[config.mk]
export PLATFORM = sky130hd
export DESIGN_NAME = adm_calc
export DESIGN_NICKNAME = d
export VERILOG_FILES = /design/src/design/adm_pkg.sv /design/src/design/adm_mul.sv /design/src/design/adm_calc.sv
export SDC_FILE = /design/constraint.sdc
export NUM_CORES = 2
export LEC_CHECK = 0
export BUFFER_PORTS_ARGS = -buffer_cell sky130_fd_sc_hd__buf_2
export CAP_MARGIN = 20
export CORE_AREA = 2 2 315 317
export DETAILED_ROUTE_END_ITERATION = 8
export DIE_AREA = 0 0 317 319
export HOLD_SLACK_MARGIN = 0.1
export SYNTH_ARGS = -nofsm -noshare
export SYNTH_HDL_FRONTEND = slang
export SYNTH_SLANG_ARGS = --single-unit
[constraint.sdc]
create_clock -name aclk -period 17.6 [get_ports aclk]
set_clock_uncertainty 0.2 [all_clocks]
set_input_delay 0.88 -clock aclk [delete_from_list [all_inputs] [get_ports aclk]]
set_output_delay 0.88 -clock aclk [all_outputs]
set_load 0.01 [all_outputs]
[src/design/adm_pkg.sv]
// Shared constants and types for the accelerometer deviation magnitude block.
package adm_pkg;

    localparam int ACCEL_W         = 12;   // width of one axis field on the input
    localparam int IN_DATA_W       = 40;   // three axis fields, padded to bytes
    localparam int DEV_W           = 17;   // deviation field width
    localparam int OUT_DATA_W      = 24;   // deviation padded to bytes
    localparam int HIST_W          = 10;   // history counter / min_history width

    localparam int WINDOW_DEF      = 100;
    localparam int SAMPLE_BITS_DEF = 12;

    localparam logic [HIST_W-1:0] HIST_MAX    = 10'd1023;
    localparam logic [HIST_W-1:0] MINH_RESET  = 10'd103;
    localparam logic [DEV_W-1:0]  DEV_MAX     = 17'd131071;

    // Ring commands from the sequencer.
    typedef struct packed {
        logic rd;   // read the oldest entry
        logic wr;   // replace it with the new sample, update sums
    } ring_ctl_t;

endpackage

[src/design/adm_mul.sv]
// Shared unsigned multiplier with registered product.
module adm_mul #(
    parameter int OPW = 26
) (
    input  logic             aclk,
    input  logic [OPW-1:0]   op_a,
    input  logic [OPW-1:0]   op_b,
    output logic [2*OPW-1:0] prod
);
    logic [2*OPW-1:0] prod_reg;

    always_ff @(posedge aclk) begin
        prod_reg <= op_a * op_b;
    end

    assign prod = prod_reg;

endmodule

[src/design/adm_calc.sv]
// Sequencer: squared deviation, bit-serial square root, divide by window, output register.
module adm_calc #(
    parameter int WINDOW      = adm_pkg::WINDOW_DEF,
    parameter int SAMPLE_BITS = adm_pkg::SAMPLE_BITS_DEF,
    localparam int SB   = (SAMPLE_BITS < adm_pkg::ACCEL_W) ? SAMPLE_BITS : adm_pkg::ACCEL_W,
    localparam int SUMW = SB + $clog2(WINDOW + 1)
) (
    input  logic                       aclk,
    input  logic                       aresetn,
    input  logic                       in_take,
    input  logic [3*SB-1:0]            sample,
    input  logic [adm_pkg::HIST_W-1:0] min_hist,
    input  logic [3*SUMW-1:0]          sums,
    input  logic [adm_pkg::HIST_W-1:0] hist,
    output adm_pkg::ring_ctl_t         ring_ctl,
    output logic [3*SB-1:0]            held_sample,
    output logic                       in_ready,
    output logic                       out_valid,
    input  logic                       out_ready,
    output logic [adm_pkg::DEV_W-1:0]  out_dev,
    output logic                       out_rdy
);
    import adm_pkg::*;

    localparam int SQW = 2 * SUMW + 2;          // sum of three squares
    localparam int VW  = SQW + 8;               // radicand, times 256
    localparam int RW  = (VW + 1) / 2;          // root width
    localparam int VW2 = 2 * RW;
    localparam int CW  = $clog2(RW + 1);
    localparam int QW  = (RW > DEV_W) ? RW : DEV_W;
    localparam logic [RW-1:0]   RCP   = RW'((64'd1 << RW) / WINDOW);
    localparam logic [RW-1:0]   WIN   = RW'(WINDOW);
    localparam logic [SUMW-1:0] WIN_S = SUMW'(WINDOW);

    typedef enum logic [2:0] {
        ST_IDLE, ST_MAG, ST_SQ, ST_ROOT, ST_RCP, ST_QW, ST_FIX, ST_DONE
    } state_t;

    state_t          state_reg, state_next;
    logic            ovld_reg, ovld_next;
    logic [CW-1:0]   cnt_reg;
    logic [3*SB-1:0] smp_reg;
    logic            rdy_reg;
    logic [SUMW-1:0] mag_reg [3];
    logic [SUMW-1:0] mag_new [3];
    logic [SQW-1:0]  acc_reg;
    logic [SQW-1:0]  acc_sum;
    logic [VW2-1:0]  v_reg;
    logic [RW:0]     rem_reg;
    logic [RW-1:0]   root_reg;
    logic [RW-1:0]   q_reg;
    logic [DEV_W-1:0] odev_reg;
    logic            ordy_reg;

    logic [RW-1:0]   mul_a, mul_b;
    logic [2*RW-1:0] prod;
    logic [SUMW-1:0] mag_sel;
    logic [RW+1:0]   rem_sh, trial;
    logic            ge;
    logic [RW-1:0]   fix_diff;
    logic [QW-1:0]   q_ext;
    logic [DEV_W-1:0] dev_sat;
    logic            out_free;

    adm_mul #(.OPW(RW)) u_mul (
        .aclk (aclk),
        .op_a (mul_a),
        .op_b (mul_b),
        .prod (prod)
    );

    // |W*s - sum| per axis
    always_comb begin
        for (int a = 0; a < 3; a++) begin
            logic [SUMW-1:0] scl;
            logic [SUMW-1:0] sm;
            scl = WIN_S * SUMW'(smp_reg[a*SB +: SB]);
            sm  = sums[a*SUMW +: SUMW];
            mag_new[a] = (scl >= sm) ? scl - sm : sm - scl;
        end
    end

    always_comb begin
        case (cnt_reg[1:0])
            2'd1:    mag_sel = mag_reg[1];
            2'd2:    mag_sel = mag_reg[2];
            default: mag_sel = mag_reg[0];
        endcase
    end

    always_comb begin
        unique case (state_reg)
            ST_SQ: begin
                mul_a = RW'(mag_sel);
                mul_b = RW'(mag_sel);
            end
            ST_RCP: begin
                mul_a = root_reg;
                mul_b = RCP;
            end
            ST_QW: begin
                mul_a = prod[2*RW-1:RW];
                mul_b = WIN;
            end
            default: begin
                mul_a = '0;
                mul_b = '0;
            end
        endcase
    end

    assign acc_sum  = acc_reg + prod[SQW-1:0];

    // one root bit per step
    assign rem_sh   = {rem_reg[RW-1:0], v_reg[VW2-1 -: 2]};
    assign trial    = {root_reg, 2'b01};
    assign ge       = rem_sh >= trial;

    // quotient estimate is low by at most one
    assign fix_diff = root_reg - prod[RW-1:0];

    assign q_ext    = QW'(q_reg);
    assign dev_sat  = (q_ext > QW'(DEV_MAX)) ? DEV_MAX : q_ext[DEV_W-1:0];
    assign out_free = !ovld_reg || out_ready;

    always_comb begin
        state_next = state_reg;
        ovld_next  = ovld_reg;
        if (ovld_reg && out_ready) begin
            ovld_next = 1'b0;
        end
        unique case (state_reg)
            ST_IDLE: if (in_take) state_next = ST_MAG;
            ST_MAG:  state_next = rdy_reg ? ST_SQ : ST_DONE;
            ST_SQ:   if (cnt_reg[1:0] == 2'd3) state_next = ST_ROOT;
            ST_ROOT: if (cnt_reg == CW'(RW - 1)) state_next = ST_RCP;
            ST_RCP:  state_next = ST_QW;
            ST_QW:   state_next = ST_FIX;
            ST_FIX:  state_next = ST_DONE;
            ST_DONE: begin
                if (out_free) begin
                    state_next = ST_IDLE;
                    ovld_next  = 1'b1;
                end
            end
            default: state_next = ST_IDLE;
        endcase
    end

    always_ff @(posedge aclk) begin
        if (!aresetn) begin
            state_reg <= ST_IDLE;
            ovld_reg  <= 1'b0;
        end else begin
            state_reg <= state_next;
            ovld_reg  <= ovld_next;
            if (state_reg == ST_DONE && out_free) begin
                odev_reg <= dev_sat;
                ordy_reg <= rdy_reg;
            end
        end
    end

    always_ff @(posedge aclk) begin
        case (state_reg)
            ST_IDLE: begin
                if (in_take) begin
                    smp_reg <= sample;
                    rdy_reg <= hist >= min_hist;
                end
            end
            ST_MAG: begin
                for (int a = 0; a < 3; a++) begin
                    mag_reg[a] <= mag_new[a];
                end
                acc_reg <= '0;
                cnt_reg <= '0;
                q_reg   <= '0;
            end
            ST_SQ: begin
                if (cnt_reg[1:0] != 2'd0) begin
                    acc_reg <= acc_sum;
                end
                if (cnt_reg[1:0] == 2'd3) begin
                    v_reg    <= VW2'({acc_sum, 8'h00});
                    rem_reg  <= '0;
                    root_reg <= '0;
                    cnt_reg  <= '0;
                end else begin
                    cnt_reg <= cnt_reg + 1'b1;
                end
            end
            ST_ROOT: begin
                v_reg    <= v_reg << 2;
                rem_reg  <= ge ? (RW+1)'(rem_sh - trial) : (RW+1)'(rem_sh);
                root_reg <= {root_reg[RW-2:0], ge};
                cnt_reg  <= cnt_reg + 1'b1;
            end
            ST_QW: begin
                q_reg <= prod[2*RW-1:RW];
            end
            ST_FIX: begin
                q_reg <= q_reg + RW'(fix_diff >= WIN);
            end
            default: ;
        endcase
    end

    assign ring_ctl.rd = in_take;
    assign ring_ctl.wr = (state_reg == ST_MAG);
    assign held_sample = smp_reg;
    assign in_ready    = (state_reg == ST_IDLE);
    assign out_valid   = ovld_reg;
    assign out_dev     = odev_reg;
    assign out_rdy     = ordy_reg;

endmodule

Yosys cells after proc, flatten, opt, wreduce, memory -nomap -nowiden. Memories as Yosys holds them, arrays and structs flattened. Index checks and enable logic that the tools add are counted.

Register bits: 272. RAM bits: 57. Input bits: 117. Output and inout port bits: 58. Memories: 1.

Memory list: mag_reg (words 3, width 19, read ports 3, clocked after Yosys merged registers in 0, wr ports 3, line adm_calc.sv:44) `logic [SUMW-1:0] mag_reg [3];`.

Add/sub/neg operators: 11. Multiply operators: 4. Magnitude comparators: 7. Equality and inequality tests: 16. Multiplexer cells: 29. Reduce and logical (&&, ||, !) cells: 15.

Operators by type and width (count): case mux 24 bit (3 select lines) (2); subtractor 19 bit (6); case mux 24 bit (2 select lines) (2); case mux 48 bit (2 select lines) (1); case mux 40 bit (2 select lines) (1); 2-to-1 mux 24 bit (3); >= comparator 19 bit (3); 2-to-1 mux 19 bit (3); case mux 19 bit (3 select lines) (1); multiplier 5 x 12 -> 17 bit, first input constant (3); 2-to-1 mux 48 bit (1); subtractor 24 bit (2); multiplier 24 x 19 -> 43 bit (1); adder 40 bit (1); 2-to-1 mux 40 bit (1); case mux 19 bit (2 select lines) (1); >= comparator 26 bit (1); adder 24 x 1 -> 24 bit (1); >= comparator 24 x 7 -> 1 bit, second input constant (1); > comparator 24 x 17 -> 1 bit, second input constant (1); case mux 3 bit (8 select lines) (1); 2-to-1 mux 3 bit (5); case mux 5 bit (3 select lines) (1); equality test 3 bit, second input constant (4); 18 further kinds (35).

Longest topological paths before layout.
Depth in word-level cells: 4. Depth in mapped cells: 35. Gate-level depth less buffers: 33.

Modules after synthesis. Synthesis repeated with hierarchy kept, for this count alone.

Cells, all modules: 4946. Area total of the unflattened synthesis: 44550.2 um^2.

By module, submodules not included: adm_calc (times used 1, cells an instance 2707, area an instance 24508.5 um^2, seq. area each 8157.8 um^2); adm_mul (times used 1, cells an instance 2239, area an instance 20041.7 um^2, seq. area each 960.9 um^2).

Least setup slack after synthesis. Ideal clock, no wire load.

Path kind: register to register. Start: reg cnt_reg[0]. End: reg u_mul.prod_reg[42] (netlist: u_mul.prod[42]). Arrival: 7.962 ns. Data required time: 17.328 ns. Setup slack: 9.366 ns. Stages on the path, launching flop included: 33. Path buffers: 4. Clock period less this slack: 8.234 ns. Cell sequence: edfxtp_1 > inv_1 > ha_1 > clkbuf_1 > clkbuf_1 > a211oi_1 > or2_2 > clkbuf_1 > clkbuf_1 > nand2_1 > fa_1 > inv_1 > fa_1 > inv_1 > fa_1 > inv_1 > fa_1 > fa_1 > inv_1 > fa_1 > inv_1 > ha_1 > and3_1 > a221o_1 > a21oi_1 > a21oi_1 > o31ai_1 > o21ai_1 > a21oi_1 > o21ai_1 > a221o_1 > a21oi_1 > xnor2_1.

Cells in the longest elaborated chain, start to end: 4.

Ends and longest elaborated chain: start: declaration (line adm_calc.sv:41) `logic [CW-1:0] cnt_reg;`; start signal: assignment (line adm_calc.sv:190) `cnt_reg <= cnt_reg + 1'b1;`; start signal: assignment (line adm_calc.sv:197) `cnt_reg <= cnt_reg + 1'b1;`; equality test 2 bit or equality test 2 x 1 -> 1 bit (tied branches) (line adm_calc.sv:84) `case (cnt_reg[1:0])`; case mux 19 bit (2 select lines) (*) (line adm_calc.sv:84); case mux 24 bit (3 select lines) or case mux 19 bit (3 select lines) (tied branches) (line adm_calc.sv:92) `unique case (state_reg)`; multiplier 24 x 19 -> 43 bit (*) (line adm_mul.sv:13) `prod_reg <= op_a * op_b;`; end signal: assignment (line adm_mul.sv:13); end: declaration (line adm_mul.sv:10) `logic [2*OPW-1:0] prod_reg;`.

Every way passes the cells marked *; elsewhere a longest branch is shown, timed or not. A chain may end at the register's enable or synchronous reset.

Worst setup path in the final report. Ends and elaborated chain as after synthesis.

==> impl_metrics.csv <==
group,metric,value,unit
sta,drv_slew,0,
synthesis,yosys_warnings,0,
detailed_routing,drc,0,
clocking,postCtsSetupBuffers,0,
sta,rsz0062_at_grt,"false",
setup_path,rrSetupSlack,7.78,ns
detailed_routing,routedWlPerCell,18.3,µm
clocking,h-tree-depth,2,
hold_path,hp-start,"sample[18]",
cells_and_area,multiInputGateArea,26400,µm²
synthesis,synth_top_cell_area_share,20.8,%
synthesis,ys_types,84,
clocking,cts-root-buf,"clkbuf_16",
synthesis,synthCells,4342,
grt,grt_pass1_vias,30096,
sta,finalSetupViolCount,0,
setup_path,crit-reg2reg-capture,"u_mul.prod[42]",
grt,grt_pass1_wl,167,mm
setup_path,reg2reg_depth,30,
setup_path,rr_startpoint,"cnt_reg[0]",
synthesis,synth-edff-count,269,
clocking,cts_hold_buf,0,
cells_and_area,regArea,9020,µm²
detailed_routing,drt-initial-drc-count,2067,
floorplan,num_io_pins,175,
cells_and_area,diodes,0,
sta,max_freq,0.102,GHz
synthesis,ys_ff_latch,316,
clocking,cts_resized,0,
grt,overflow,0,
detailed_routing,ant_nets,0,
setup_path,required,17.94,ns
grt,grt_max_degree,53,
clocking,insertion_delay,0.62,ns
setup_path,critPathCaptureType,"register",
floorplan,dieWidth,317,µm
sta,fin_crit,9.82,ns
hold_path,hold_depth,1,
setup_path,critPathLaunch,"cnt_reg[0]",
cells_and_area,largest_reg_flops,57,
setup_path,crit_type,"register to register",
floorplan,die_area,101000,µm²
clocking,clock_path_buffers,3,
synthesis,synth_area_leader_cell,"edfxtp_1",
sta,min_period_over_period,55.8,%
cells_and_area,mostFrequentLayoutCells,"inv_1 (848), ha_1 (455), nor2_1 (410)",
setup_path,max_stage_delay,0.95,ns
cells_and_area,layout.nets,5468,
grt,track_usage,21.2,%
clocking,cts.clk_slew.worst_paths,0.06,ns
synthesis,ys_top_cells_by_area,"edfxtp_1 (21%), fa_1 (21%), ha_1 (15%)",
clocking,numCtsBuffers,41,
cells_and_area,final_layout_size_suffix_gt1_share,7.79,%
setup_path,cp_data_arrival_time,10.16,ns
sta,worst_pin_slew,1.14,ns
setup_path,cpMostUsedCell,"fa_1",
setup_path,crit_fanout,39,
floorplan,row_count,115,
synthesis,syn_avg_cell_area,8.96,µm²
synthesis,ys.flop_type,"edfxtp_1",
run,cap_viol_max_count,0,
floorplan,coreArea,97700,µm²
place,io_buffers,174,
detailed_routing,firstDrtPassIters,6,
setup_path,slowest_stage,"ha_1",
place,routabilityCongestion,0.938,
hold_path,hp-class,"input port to register",
grt,antenna_found_initial,3,
cells_and_area,area_delta_synth_final,9.89,%
detailed_routing,viasPerCell,5.13,
clocking,clkSinkCount,316,
detailed_routing,drt_wl_total,106,mm
synthesis,seq_area_frac_synth,23.2,%
cells_and_area,nFillCells,9603,
sta,fin_tns_setup,0,ns
synthesis,synthArstFlopShare,0,%
cells_and_area,final_common_cell,"inv_1",
clocking,tritoncts,"built",
sta,hold_violations,0,
floorplan,start_util,39.8,%
hold_path,holdPathEnd,"held_sample[18]",
place,dp_hpwl,86.5,mm
status,outcome,"complete, no violations",
detailed_routing,vias,29834,
synthesis,syn-cell-area,38900,µm²
sta,slew_headroom,23.2,%
floorplan,fp.dieH,319,µm
setup_path,critPathLaunchType,"register",
-- metrics by stage --
| step | util (%) | worst slack, ns | hold WS [ns] | instance area (µm²) | std cells |
|---|---|---|---|---|---|
| 3_5_place_dp | 42.3 | 7.85 | 0.313 | 41300 | 5741 |
| 3_3_place_gp | 42.3 | 7.96 | 0.308 | 41300 | 5741 |
| 4_1_cts | 43.8 | 7.84 | 0.202 | 42800 | 5817 |
| 2_1_floorplan | - | 9.37 | 0.245 | 39100 | 4385 |
| 6_report | 43.8 | 7.78 | 0.237 | 42800 | 5817 |
| 5_1_grt | 43.8 | 7.13 | 0.216 | 42800 | 5817 |
-- cell families after synthesis --
logic type	share of synthesized area (%)
buffers and inverters	9.62
DFF	23.2
and+or+nand+nor	13.1
other	0.0193
AOI/OAI and AO/OA	12.7
muxes	1.55
xor gates and xnor gates	4.68
adders and majority gates	35.2
-- area by class of cell --
type,count,area share [%]
tap,1287,3.77
timing repair buffer,210,2.67
multi-input combinational,3077,61.7
clock inverter,20,0.538
clock buffer,56,2.78
sequential,316,21.1
inverter,851,7.47
-- synth_stat cells (33+ instances only) --
cell,instances
a21o_1,120
a21oi_1,197
clkbuf_1,121
dfxtp_1,47
edfxtp_1,269
fa_1,399
ha_1,455
inv_1,849
mux2i_1,53
nand2_1,384
nand2b_1,48
nand3_1,52
nor2_1,413
nor2b_1,48
nor3_1,33
o21ai_0,183
or2_2,43
xnor2_1,121
xor2_1,87
-- worst max path at each step --
stage | to | slack, ns | cells after the start
finish | u_mul.prod[42] | 7.78 | 30
global route | u_mul.prod[42] | 7.13 | 30
CTS | u_mul.prod[42] | 7.84 | 30
detailed placement | u_mul.prod[42] | 7.85 | 30
global placement | u_mul.prod[42] | 7.96 | 30
floorplan | u_mul.prod[42] | 9.37 | 32
-- metal layers --
metal / share of wire, % / wire, µm / global-route usage [%] / vias up
met5: 0.038 / 40 / 0 / -
met4: 3.1 / 3320 / 6.24 / 6
met3: 6.2 / 6550 / 3.84 / 163
met2: 47 / 49900 / 35.4 / 788
met1: 44 / 46400 / 27.8 / 14452
li1: - / - / - / 14425
-- critical path, delay by kind of cell, from the launching register on --
family	cells	cell delay [ns]
DFF	1	0.42
AOI/OAI and AO/OA	10	2.43
adders and majority gates	8	4.34
xor gates and xnor gates	1	0.13
and+or+nand+nor	5	1.56
buffers and inverters	6	0.63
Power is left out: the tool's default activity adds up to more than one toggle a clock period on the data nets, which glitch-free logic cannot reach.
